--- config.mk ---
export PLATFORM = sky130hd
export DESIGN_NAME = i2c_slave_register_map
export DESIGN_NICKNAME = d
export VERILOG_FILES = /design/src/sv/i2csrm_pkg.sv /design/src/sv/i2c_slave_register_map.sv /design/src/sv/i2csrm_adc_bank.sv /design/src/sv/i2csrm_core.sv
export SDC_FILE = /design/constraint.sdc
export NUM_CORES = 1
export LEC_CHECK = 0
export BUFFER_PORTS_ARGS = -buffer_cell sky130_fd_sc_hd__buf_2
export CAP_MARGIN = 20
export CORE_UTILIZATION = 40
export CTS_BUF_LIST = sky130_fd_sc_hd__clkbuf_8
export DETAILED_ROUTE_END_ITERATION = 6
export PLACE_DENSITY = 0.65
export SYNTH_ARGS = -nofsm -noshare
export SYNTH_HDL_FRONTEND = slang
export SYNTH_HIERARCHICAL = 1
export SYNTH_SLANG_ARGS = --single-unit
--- constraint.sdc ---
create_clock -name clock -period 5.1 [get_ports clock]
set_clock_uncertainty 0.15 [all_clocks]
set_input_delay 0.51 -clock clock [delete_from_list [all_inputs] [get_ports clock]]
set_output_delay 0.51 -clock clock [all_outputs]
set_load 0.02 [all_outputs]
--- src/sv/i2csrm_pkg.sv ---
// Types and constants of the I2C slave register map.
package i2csrm_pkg;

   localparam int OP_WIDTH             = 3;
   localparam int CHAN_WIDTH           = 4;
   localparam int SAMPLE_IN_WIDTH      = 10;
   localparam int SAMPLE_WIDTH_DEFAULT = 10;
   localparam int NUM_SAMPLES          = 10;
   localparam int SLOT_WIDTH           = $clog2(NUM_SAMPLES);
   localparam int ADC_VIEW_WIDTH       = 16;

   localparam logic [7:0] REG_DIR       = 8'h01;
   localparam logic [7:0] REG_PORT      = 8'h0F;
   localparam logic [7:0] REG_ADC_FIRST = 8'h10;
   localparam logic [7:0] REG_ADC_LAST  = 8'h23;
   localparam logic [7:0] DIR_RESET     = 8'hFF;

   typedef enum logic [OP_WIDTH-1:0] {
      OP_ADDR_WR    = 3'd0,
      OP_ADDR_RD    = 3'd1,
      OP_DATA_WR    = 3'd2,
      OP_READ_NEXT  = 3'd3,
      OP_ADC_UPDATE = 3'd4
   } op_type;

   typedef struct packed {
      logic [OP_WIDTH-1:0]        op;
      logic [7:0]                 data_byte;
      logic [CHAN_WIDTH-1:0]      channel;
      logic [SAMPLE_IN_WIDTH-1:0] sample;
      logic [7:0]                 pin_levels;
   } item_type;

   typedef struct packed {
      logic       read_valid;
      logic [7:0] read_byte;
      logic       dir_write;
      logic       port_write;
      logic [7:0] dir_value;
      logic [7:0] port_value;
   } result_type;

   typedef struct packed {
      logic                       en;
      logic [CHAN_WIDTH-1:0]      chan;
      logic [SAMPLE_IN_WIDTH-1:0] sample;
   } adc_wr_type;

endpackage

--- src/sv/i2c_slave_register_map.sv ---
// Top level of the I2C slave register map: input and result registers around the core.
//
// Register back end of an I2C slave, fed one byte-level bus event per transaction.
// req_ channel: op (address write/read, data written, read next, ADC update),
//   data_byte, channel, sample and pin_levels, taken when req_valid is high and
//   req_stall is low.
// rsp_ channel: exactly one result transaction per request, in order: read
//   flag and byte, direction/latch write strobes and the current register values.
// Path: a request is held in the input register, then the result register is
//   loaded from the core's combinational decode; rsp_valid rises once the result
//   register holds it.
// Throughput: one transaction per cycle while rsp_stall does not hold a result;
//   the core's pointer and frame state is registered, so back-to-back events see each other's state.
// Stall: when rsp_stall holds a result, the input register keeps its
//   transaction and req_stall rises in the same cycle; nothing is dropped.
// Reset (synchronous, active high): both valids clear, pointer, frame count,
//   decrement flag and latch go to zero, direction to all ones, samples to zero.
module i2c_slave_register_map #(
   parameter int SAMPLE_WIDTH = i2csrm_pkg::SAMPLE_WIDTH_DEFAULT
) (
   input  logic                                   clock,
   input  logic                                   reset,
   input  logic                                   req_valid,
   output logic                                   req_stall,
   input  logic [i2csrm_pkg::OP_WIDTH-1:0]        req_op,
   input  logic [7:0]                             req_data_byte,
   input  logic [i2csrm_pkg::CHAN_WIDTH-1:0]      req_channel,
   input  logic [i2csrm_pkg::SAMPLE_IN_WIDTH-1:0] req_sample,
   input  logic [7:0]                             req_pin_levels,
   output logic                                   rsp_valid,
   input  logic                                   rsp_stall,
   output logic                                   rsp_read_valid,
   output logic [7:0]                             rsp_read_byte,
   output logic                                   rsp_dir_write,
   output logic                                   rsp_port_write,
   output logic [7:0]                             rsp_dir_value,
   output logic [7:0]                             rsp_port_value
);

   // input stage
   logic                   in_valid_ff, in_valid_in;
   i2csrm_pkg::item_type   item_ff, item_in;
   // result stage
   logic                   rsp_valid_ff, rsp_valid_in;
   i2csrm_pkg::result_type rsp_ff, rsp_in;

   logic out_free;   // result register empty or being taken this cycle
   logic step;       // input transaction moves through the core

   assign out_free  = !rsp_valid_ff || !rsp_stall;
   assign step      = in_valid_ff && out_free;
   assign req_stall = in_valid_ff && !out_free;

   assign item_in.op         = req_op;
   assign item_in.data_byte  = req_data_byte;
   assign item_in.channel    = req_channel;
   assign item_in.sample     = req_sample;
   assign item_in.pin_levels = req_pin_levels;

   assign in_valid_in  = req_stall ? in_valid_ff : req_valid;
   assign rsp_valid_in = out_free ? in_valid_ff : rsp_valid_ff;

   i2csrm_core #(
      .SAMPLE_WIDTH (SAMPLE_WIDTH)
   ) u_core (
      .clock  (clock),
      .reset  (reset),
      .step   (step),
      .item   (item_ff),
      .result (rsp_in)
   );

   always_ff @(posedge clock) begin
      if (reset) begin
         in_valid_ff  <= 1'b0;
         rsp_valid_ff <= 1'b0;
      end else begin
         in_valid_ff  <= in_valid_in;
         rsp_valid_ff <= rsp_valid_in;
      end
   end

   // payload registers, no reset
   always_ff @(posedge clock) begin
      if (req_valid && !req_stall) begin
         item_ff <= item_in;
      end
      if (step) begin
         rsp_ff <= rsp_in;
      end
   end

   assign rsp_valid      = rsp_valid_ff;
   assign rsp_read_valid = rsp_ff.read_valid;
   assign rsp_read_byte  = rsp_ff.read_byte;
   assign rsp_dir_write  = rsp_ff.dir_write;
   assign rsp_port_write = rsp_ff.port_write;
   assign rsp_dir_value  = rsp_ff.dir_value;
   assign rsp_port_value = rsp_ff.port_value;

endmodule

--- src/sv/i2csrm_adc_bank.sv ---
// Store of the ten ADC samples with one write port and one read port.
module i2csrm_adc_bank #(
   parameter int SAMPLE_WIDTH = i2csrm_pkg::SAMPLE_WIDTH_DEFAULT
) (
   input  logic                                  clock,
   input  logic                                  reset,
   input  i2csrm_pkg::adc_wr_type                wr,
   input  logic [i2csrm_pkg::SLOT_WIDTH-1:0]     rd_slot,
   output logic [SAMPLE_WIDTH-1:0]               rd_data
);

   logic [SAMPLE_WIDTH-1:0] samples_ff [i2csrm_pkg::NUM_SAMPLES];
   logic [SAMPLE_WIDTH+i2csrm_pkg::SAMPLE_IN_WIDTH-1:0] wr_ext;
   logic [SAMPLE_WIDTH-1:0] samples_in;
   logic                    wr_hit;

   // zero-extend then cut: drops high bits or pads, whichever the width asks
   assign wr_ext     = {{SAMPLE_WIDTH{1'b0}}, wr.sample};
   assign samples_in = wr_ext[SAMPLE_WIDTH-1:0];
   assign wr_hit     = wr.en &&
                       (wr.chan < i2csrm_pkg::CHAN_WIDTH'(i2csrm_pkg::NUM_SAMPLES));

   always_ff @(posedge clock) begin
      if (reset) begin
         for (int i = 0; i < i2csrm_pkg::NUM_SAMPLES; i++) begin
            samples_ff[i] <= '0;
         end
      end else if (wr_hit) begin
         samples_ff[wr.chan[i2csrm_pkg::SLOT_WIDTH-1:0]] <= samples_in;
      end
   end

   always_comb begin
      if (rd_slot < i2csrm_pkg::SLOT_WIDTH'(i2csrm_pkg::NUM_SAMPLES)) begin
         rd_data = samples_ff[rd_slot];
      end else begin
         rd_data = '0;
      end
   end

endmodule

--- src/sv/i2csrm_core.sv ---
// Register pointer, frame count, port registers and read multiplexer.
module i2csrm_core #(
   parameter int SAMPLE_WIDTH = i2csrm_pkg::SAMPLE_WIDTH_DEFAULT
) (
   input  logic                   clock,
   input  logic                   reset,
   input  logic                   step,
   input  i2csrm_pkg::item_type   item,
   output i2csrm_pkg::result_type result
);

   logic [7:0] ptr_ff, ptr_in;
   logic [7:0] frame_ff, frame_in;
   logic       dec_ff, dec_in;
   logic [7:0] dir_ff, dir_in;
   logic [7:0] latch_ff, latch_in;

   logic [7:0]                          rd_ptr;
   logic [7:0]                          adc_off;
   logic [i2csrm_pkg::SLOT_WIDTH-1:0]   rd_slot;
   logic [SAMPLE_WIDTH-1:0]             rd_sample;
   logic [SAMPLE_WIDTH+i2csrm_pkg::ADC_VIEW_WIDTH-1:0] rd_ext;
   logic [7:0]                          rd_byte;
   i2csrm_pkg::adc_wr_type              adc_wr;

   i2csrm_adc_bank #(
      .SAMPLE_WIDTH (SAMPLE_WIDTH)
   ) u_adc_bank (
      .clock   (clock),
      .reset   (reset),
      .wr      (adc_wr),
      .rd_slot (rd_slot),
      .rd_data (rd_sample)
   );

   // an address read sees the pointer after the pending decrement
   assign rd_ptr  = (dec_ff && (item.op == i2csrm_pkg::OP_ADDR_RD)) ? ptr_ff - 8'd1 : ptr_ff;
   assign adc_off = rd_ptr - i2csrm_pkg::REG_ADC_FIRST;
   assign rd_slot = adc_off[i2csrm_pkg::SLOT_WIDTH:1];
   assign rd_ext  = {{i2csrm_pkg::ADC_VIEW_WIDTH{1'b0}}, rd_sample};

   always_comb begin
      if (rd_ptr == i2csrm_pkg::REG_DIR) begin
         rd_byte = dir_ff;
      end else if (rd_ptr == i2csrm_pkg::REG_PORT) begin
         rd_byte = item.pin_levels;
      end else if (rd_ptr inside {[i2csrm_pkg::REG_ADC_FIRST:i2csrm_pkg::REG_ADC_LAST]}) begin
         rd_byte = adc_off[0] ? rd_ext[7:0] : rd_ext[15:8];
      end else begin
         rd_byte = rd_ptr;
      end
   end

   always_comb begin
      ptr_in            = ptr_ff;
      frame_in          = frame_ff;
      dec_in            = dec_ff;
      dir_in            = dir_ff;
      latch_in          = latch_ff;
      result.read_valid = 1'b0;
      result.read_byte  = '0;
      result.dir_write  = 1'b0;
      result.port_write = 1'b0;
      adc_wr.en         = 1'b0;
      adc_wr.chan       = item.channel;
      adc_wr.sample     = item.sample;
      case (i2csrm_pkg::op_type'(item.op))
         i2csrm_pkg::OP_ADDR_WR: begin
            frame_in = '0;
            ptr_in   = rd_ptr;
            dec_in   = 1'b0;
            if (dec_ff) begin
               ptr_in = ptr_ff - 8'd1;
            end
         end
         i2csrm_pkg::OP_ADDR_RD: begin
            frame_in          = '0;
            result.read_valid = 1'b1;
            result.read_byte  = rd_byte;
            ptr_in            = rd_ptr + 8'd1;
            dec_in            = 1'b1;
         end
         i2csrm_pkg::OP_DATA_WR: begin
            frame_in = frame_ff + 8'd1;
            if (frame_in == 8'd1) begin
               ptr_in = item.data_byte;
            end else begin
               if (ptr_ff == i2csrm_pkg::REG_DIR) begin
                  dir_in           = item.data_byte;
                  result.dir_write = 1'b1;
               end else if (ptr_ff == i2csrm_pkg::REG_PORT) begin
                  latch_in          = item.data_byte;
                  result.port_write = 1'b1;
               end
               ptr_in = ptr_ff + 8'd1;
            end
         end
         i2csrm_pkg::OP_READ_NEXT: begin
            frame_in          = frame_ff + 8'd1;
            result.read_valid = 1'b1;
            result.read_byte  = rd_byte;
            ptr_in            = ptr_ff + 8'd1;
            dec_in            = 1'b1;
         end
         i2csrm_pkg::OP_ADC_UPDATE: begin
            adc_wr.en = step;
         end
         default: begin
         end
      endcase
      result.dir_value  = dir_in;
      result.port_value = latch_in;
   end

   always_ff @(posedge clock) begin
      if (reset) begin
         ptr_ff   <= '0;
         frame_ff <= '0;
         dec_ff   <= 1'b0;
         dir_ff   <= i2csrm_pkg::DIR_RESET;
         latch_ff <= '0;
      end else if (step) begin
         ptr_ff   <= ptr_in;
         frame_ff <= frame_in;
         dec_ff   <= dec_in;
         dir_ff   <= dir_in;
         latch_ff <= latch_in;
      end
   end

endmodule

==> reports/summary.log <==
[floorplanning] die width 160 um
[clocking] level count of the clock H-tree 4
[clocking] clk root buf clkbuf_8
[yosys] count of yosys warnings during synthesis 6
[setup_path] worst endpoint data arrival time 4.20 ns
[floorplanning] core box area 24500 um2
[pwr] power density relative to cell area 283 nW/um2
[finish] commonest non-fill, non-tap cell in the layout edfxtp_1
[worst_hold_path] capture endpoint of the worst hold path item_ff[28]
[sta] setup repair after global routing missed its margin false
[setup_path] type of destination of the critical path flop
[setup_path] worst reg2reg path depth 13
[setup_path] crit path kind reg2reg
[yosys] fraction of synthesis flops using an asynchronous set or reset pin 0
[sta] crit share post-route 0.810
[yosys] Post-Synthesis Cells 882
[setup_path] reg-to-reg critical path endpoint rsp_read_byte[4]
[global_route] via count of the first global-routing pass 6582
[setup_path] worst reg2reg path startpoint u_core/ptr_ff[0]
[clocking] hold buffers post-CTS 0
[worst_hold_path] worst hold path depth 1
[worst_hold_path] Min-Delay Path Class in2reg
[placement] number of cells in the design after placement 1219
[status] run status completed
[drt] residual antenna-violating net count after detailed routing 0
[finish] count of placed standard cells in the final layout, fillers left out 1251
[drt] post-route DRC violation count 0
[drt] Via Count 7082
[drt] Initial DRT Pass Iterations 5
[pwr] share of total power in combinational logic 0.093
[floorplanning] Die Span Y 160 um
[pwr] Clk network pwr share 0.313
[yosys] share of the yosys chip area belonging to registers 0.549
[global_route] all-layer global routing usage 0.192
[placement] final weighted congestion of routability-driven global placement 0.882
[yosys] synthesized flop and latch total 195
[sta] Setup Total Neg Slack 0 ns
[pwr] Switch Pwr 837 uW
[floorplanning] I/O pins 66
[pwr] overall power 3070 uW
[sta] Final setup violation count 0
[finish] most frequent cells in the layout edfxtp_1 (160), nor2_1 (140), buf_2 (65)
[yosys] cell area after synthesis 10000 um2
[placement] DP HPWL 17.0 mm
[global_route] number of antenna violations at the first check in global routing 1
[sta] Final Hold Viols 0
[clocking] Setup Fix Bufs, Post-CTS 0
[clocking] insertion delay of the later-clocked pin in the worst-skew pair 0.49 ns
[yosys] net count of the mapped netlist 926
[global_route] maximum number of pins on one net before global-route repair 36
[clocking] number of clock sinks seen by CTS 195
[setup_path] Critical Path Source Type flop
[clocking] # resized after CTS 0
[floorplanning] Std-Cell Rows 57
[sta] Final Critical Period 4.13 ns
[drt] vias per inst 5.66
[worst_hold_path] origin of the worst min-delay path req_data_byte[6]
[pwr] Internal 2230 uW
[setup_path] worst-path maximum fanout 20
[yosys] post-synth cell types 88
[pwr] portion of total power attributed to sequential cells 0.593
[sta] headroom to the max-slew limit 0.294
[setup_path] required time at the endpoint of the critical path 5.17 ns
[sta] Worst-Margin Slew 1.06 ns
[pwr] Static Leak 0.00383 uW
[sta] pins over their slew limit 0
[floorplanning] die area 25700 um2
[finish] layout net count 958
[placement] number of input and output port buffers inserted 65
[drt] post-detailed-routing wire length 24.5 mm
[yosys] primary flip-flop cell chosen by synthesis mapping edfxtp_1
[finish] fraction of final layout cells sized beyond drive strength 1 0.193
[global_route] global-route wire length before repair 37.8 mm
[pwr] switching portion of total power 0.272
[setup_path] register-to-register setup slack 0.97 ns
[clocking] clock buffer count from CTS 17
[drt] number of DRC markers in iteration 0 650
[sta] f_max 0.242 GHz
[yosys] number of synthesized flops with an enable pin 160
[pwr] highest ir drop seen on vdd 168 uV
[finish] diode count 0
[floorplanning] effective utilization at floorplan 0.410
[global_route] GRT Residual Overflow 0
[yosys] Mean Syn Cell Area 11.4 um2
[clocking] Clock transition at path regs 0.11 ns
[clocking] Max Root-Sink Buffers 2
[drt] Routed wire per std cell 19.6 um
[finish] post-synthesis to final-layout area growth 8.35%
[clocking] clock tree from TritonCTS done
[run] number of maximum-capacitance constraint violations 0
## final cells by class
type	count	area, um2
multi-input combinational	597	4070
sequential	195	5510
fill	2267	13600
timing repair buffer	76	408
clock buffer	17	234
tap	324	405
inverter	27	101
clock inverter	15	143
## per-stage QoR
step	hold WS, ns	worst slack, ns	utilization	instance area [um2]
final	0.0398	0.969	0.444	10900
after CTS	0.0142	1.00	0.444	10900
after detailed placement	0.334	1.01	0.429	10500
after global routing	0.0170	0.698	0.444	10900
after floorplan	0.309	0.602	-	10000
after global placement	0.321	1.14	0.429	10500
## power by group through the flow
stage | Combinational, uW | Sequential, uW | Clock (uW)
3_3_place_gp | 281 | 1860 | 0
6_report | 286 | 1820 | 962
3_5_place_dp | 283 | 1860 | 0
4_1_cts | 284 | 1820 | 985
2_1_floorplan | 218 | 1830 | 0
5_1_grt | 309 | 1830 | 1030
## synthesized netlist by cell type, drive strengths merged (8+ instances only)
library cell  number  area share
nor3              18       0.010
and2               8      0.0050
o22ai             11      0.0069
inv               26      0.0097
a211o              8      0.0070
clkbuf            19      0.0074
nor2             156       0.063
dfxtp             35       0.070
mux2              17       0.019
buf               44       0.031
nand2             46       0.017
o21ai             23       0.012
a31oi              8      0.0050
edfxtp           160        0.48
nor3b              8      0.0070
nand2b            17       0.011
o31a              11      0.0096
nand3             28       0.027
o221ai            10      0.0087
nor4               8      0.0065
xnor2             19       0.017
mux2i             59       0.059
a21oi             34       0.017
## metal layers
layer / track usage / up-vias / wire length, um
li1: - / 3294 / -
met1: 0.271 / 3509 / 11300
met2: 0.304 / 252 / 11500
met3: 0.0297 / 27 / 1440
met4: 0.0563 / 0 / 329
met5: 0 / - / 0
## worst max-delay path, cell delays in order (launching register included)
cell	delay, ns
dfxtp_1	0.51
inv_1	0.18
ha_1	0.39
nor3b_1	0.55
a21boi_0	0.22
nor2_2	0.42
nand2b_1	0.39
o22ai_1	0.13
o31a_1	0.32
nand2_1	0.06
or3_1	0.10
a21oi_1	0.06
a311oi_1	0.28
a21oi_1	0.11
## cells by family (layout without fill, tap and decap cells)
logic type | Yosys count | count (layout) | share of synthesized area
compound gates | 151 | 151 | 0.106
xor+xnor | 26 | 26 | 0.0242
fa+ha+maj | 7 | 7 | 0.00874
buf+inv | 90 | 135 | 0.0486
flops | 195 | 195 | 0.549
mux | 76 | 76 | 0.0780
simple gates | 337 | 337 | 0.185
## worst max path at each step
stage / slack [ns] / startpoint / depth (start not counted) / to
6_report: 0.97 / u_core/ptr_ff[0] / 13 / rsp_read_byte[4]
5_1_grt: 0.70 / u_core/ptr_ff[0] / 13 / rsp_read_byte[4]
4_1_cts: 1.00 / u_core/ptr_ff[0] / 14 / rsp_read_byte[4]
3_5_place_dp: 1.01 / u_core/ptr_ff[0] / 14 / rsp_read_byte[4]
3_3_place_gp: 1.14 / u_core/ptr_ff[0] / 14 / rsp_read_byte[4]
2_1_floorplan: 0.60 / rsp_stall / 5 / u_core/u_adc_bank/samples_ff[4][0]
## sequential cells by signal, summed over array words and instances, names as in the netlist
register                      flops
rsp_port_write                    1
item_ff                          33
rsp_dir_value                     8
rsp_dir_write                     1
u_core/latch_ff                   8
rsp_valid                         1
u_core/dir_ff                     8
u_core/dec_ff                     1
u_core/ptr_ff                     8
u_core/frame_ff                   8
rsp_read_valid                    1
rsp_port_value                    8
in_valid_ff                       1
u_core/u_adc_bank/samples_ff    100
rsp_read_byte                     8
(Power assumes the default switching activity.)
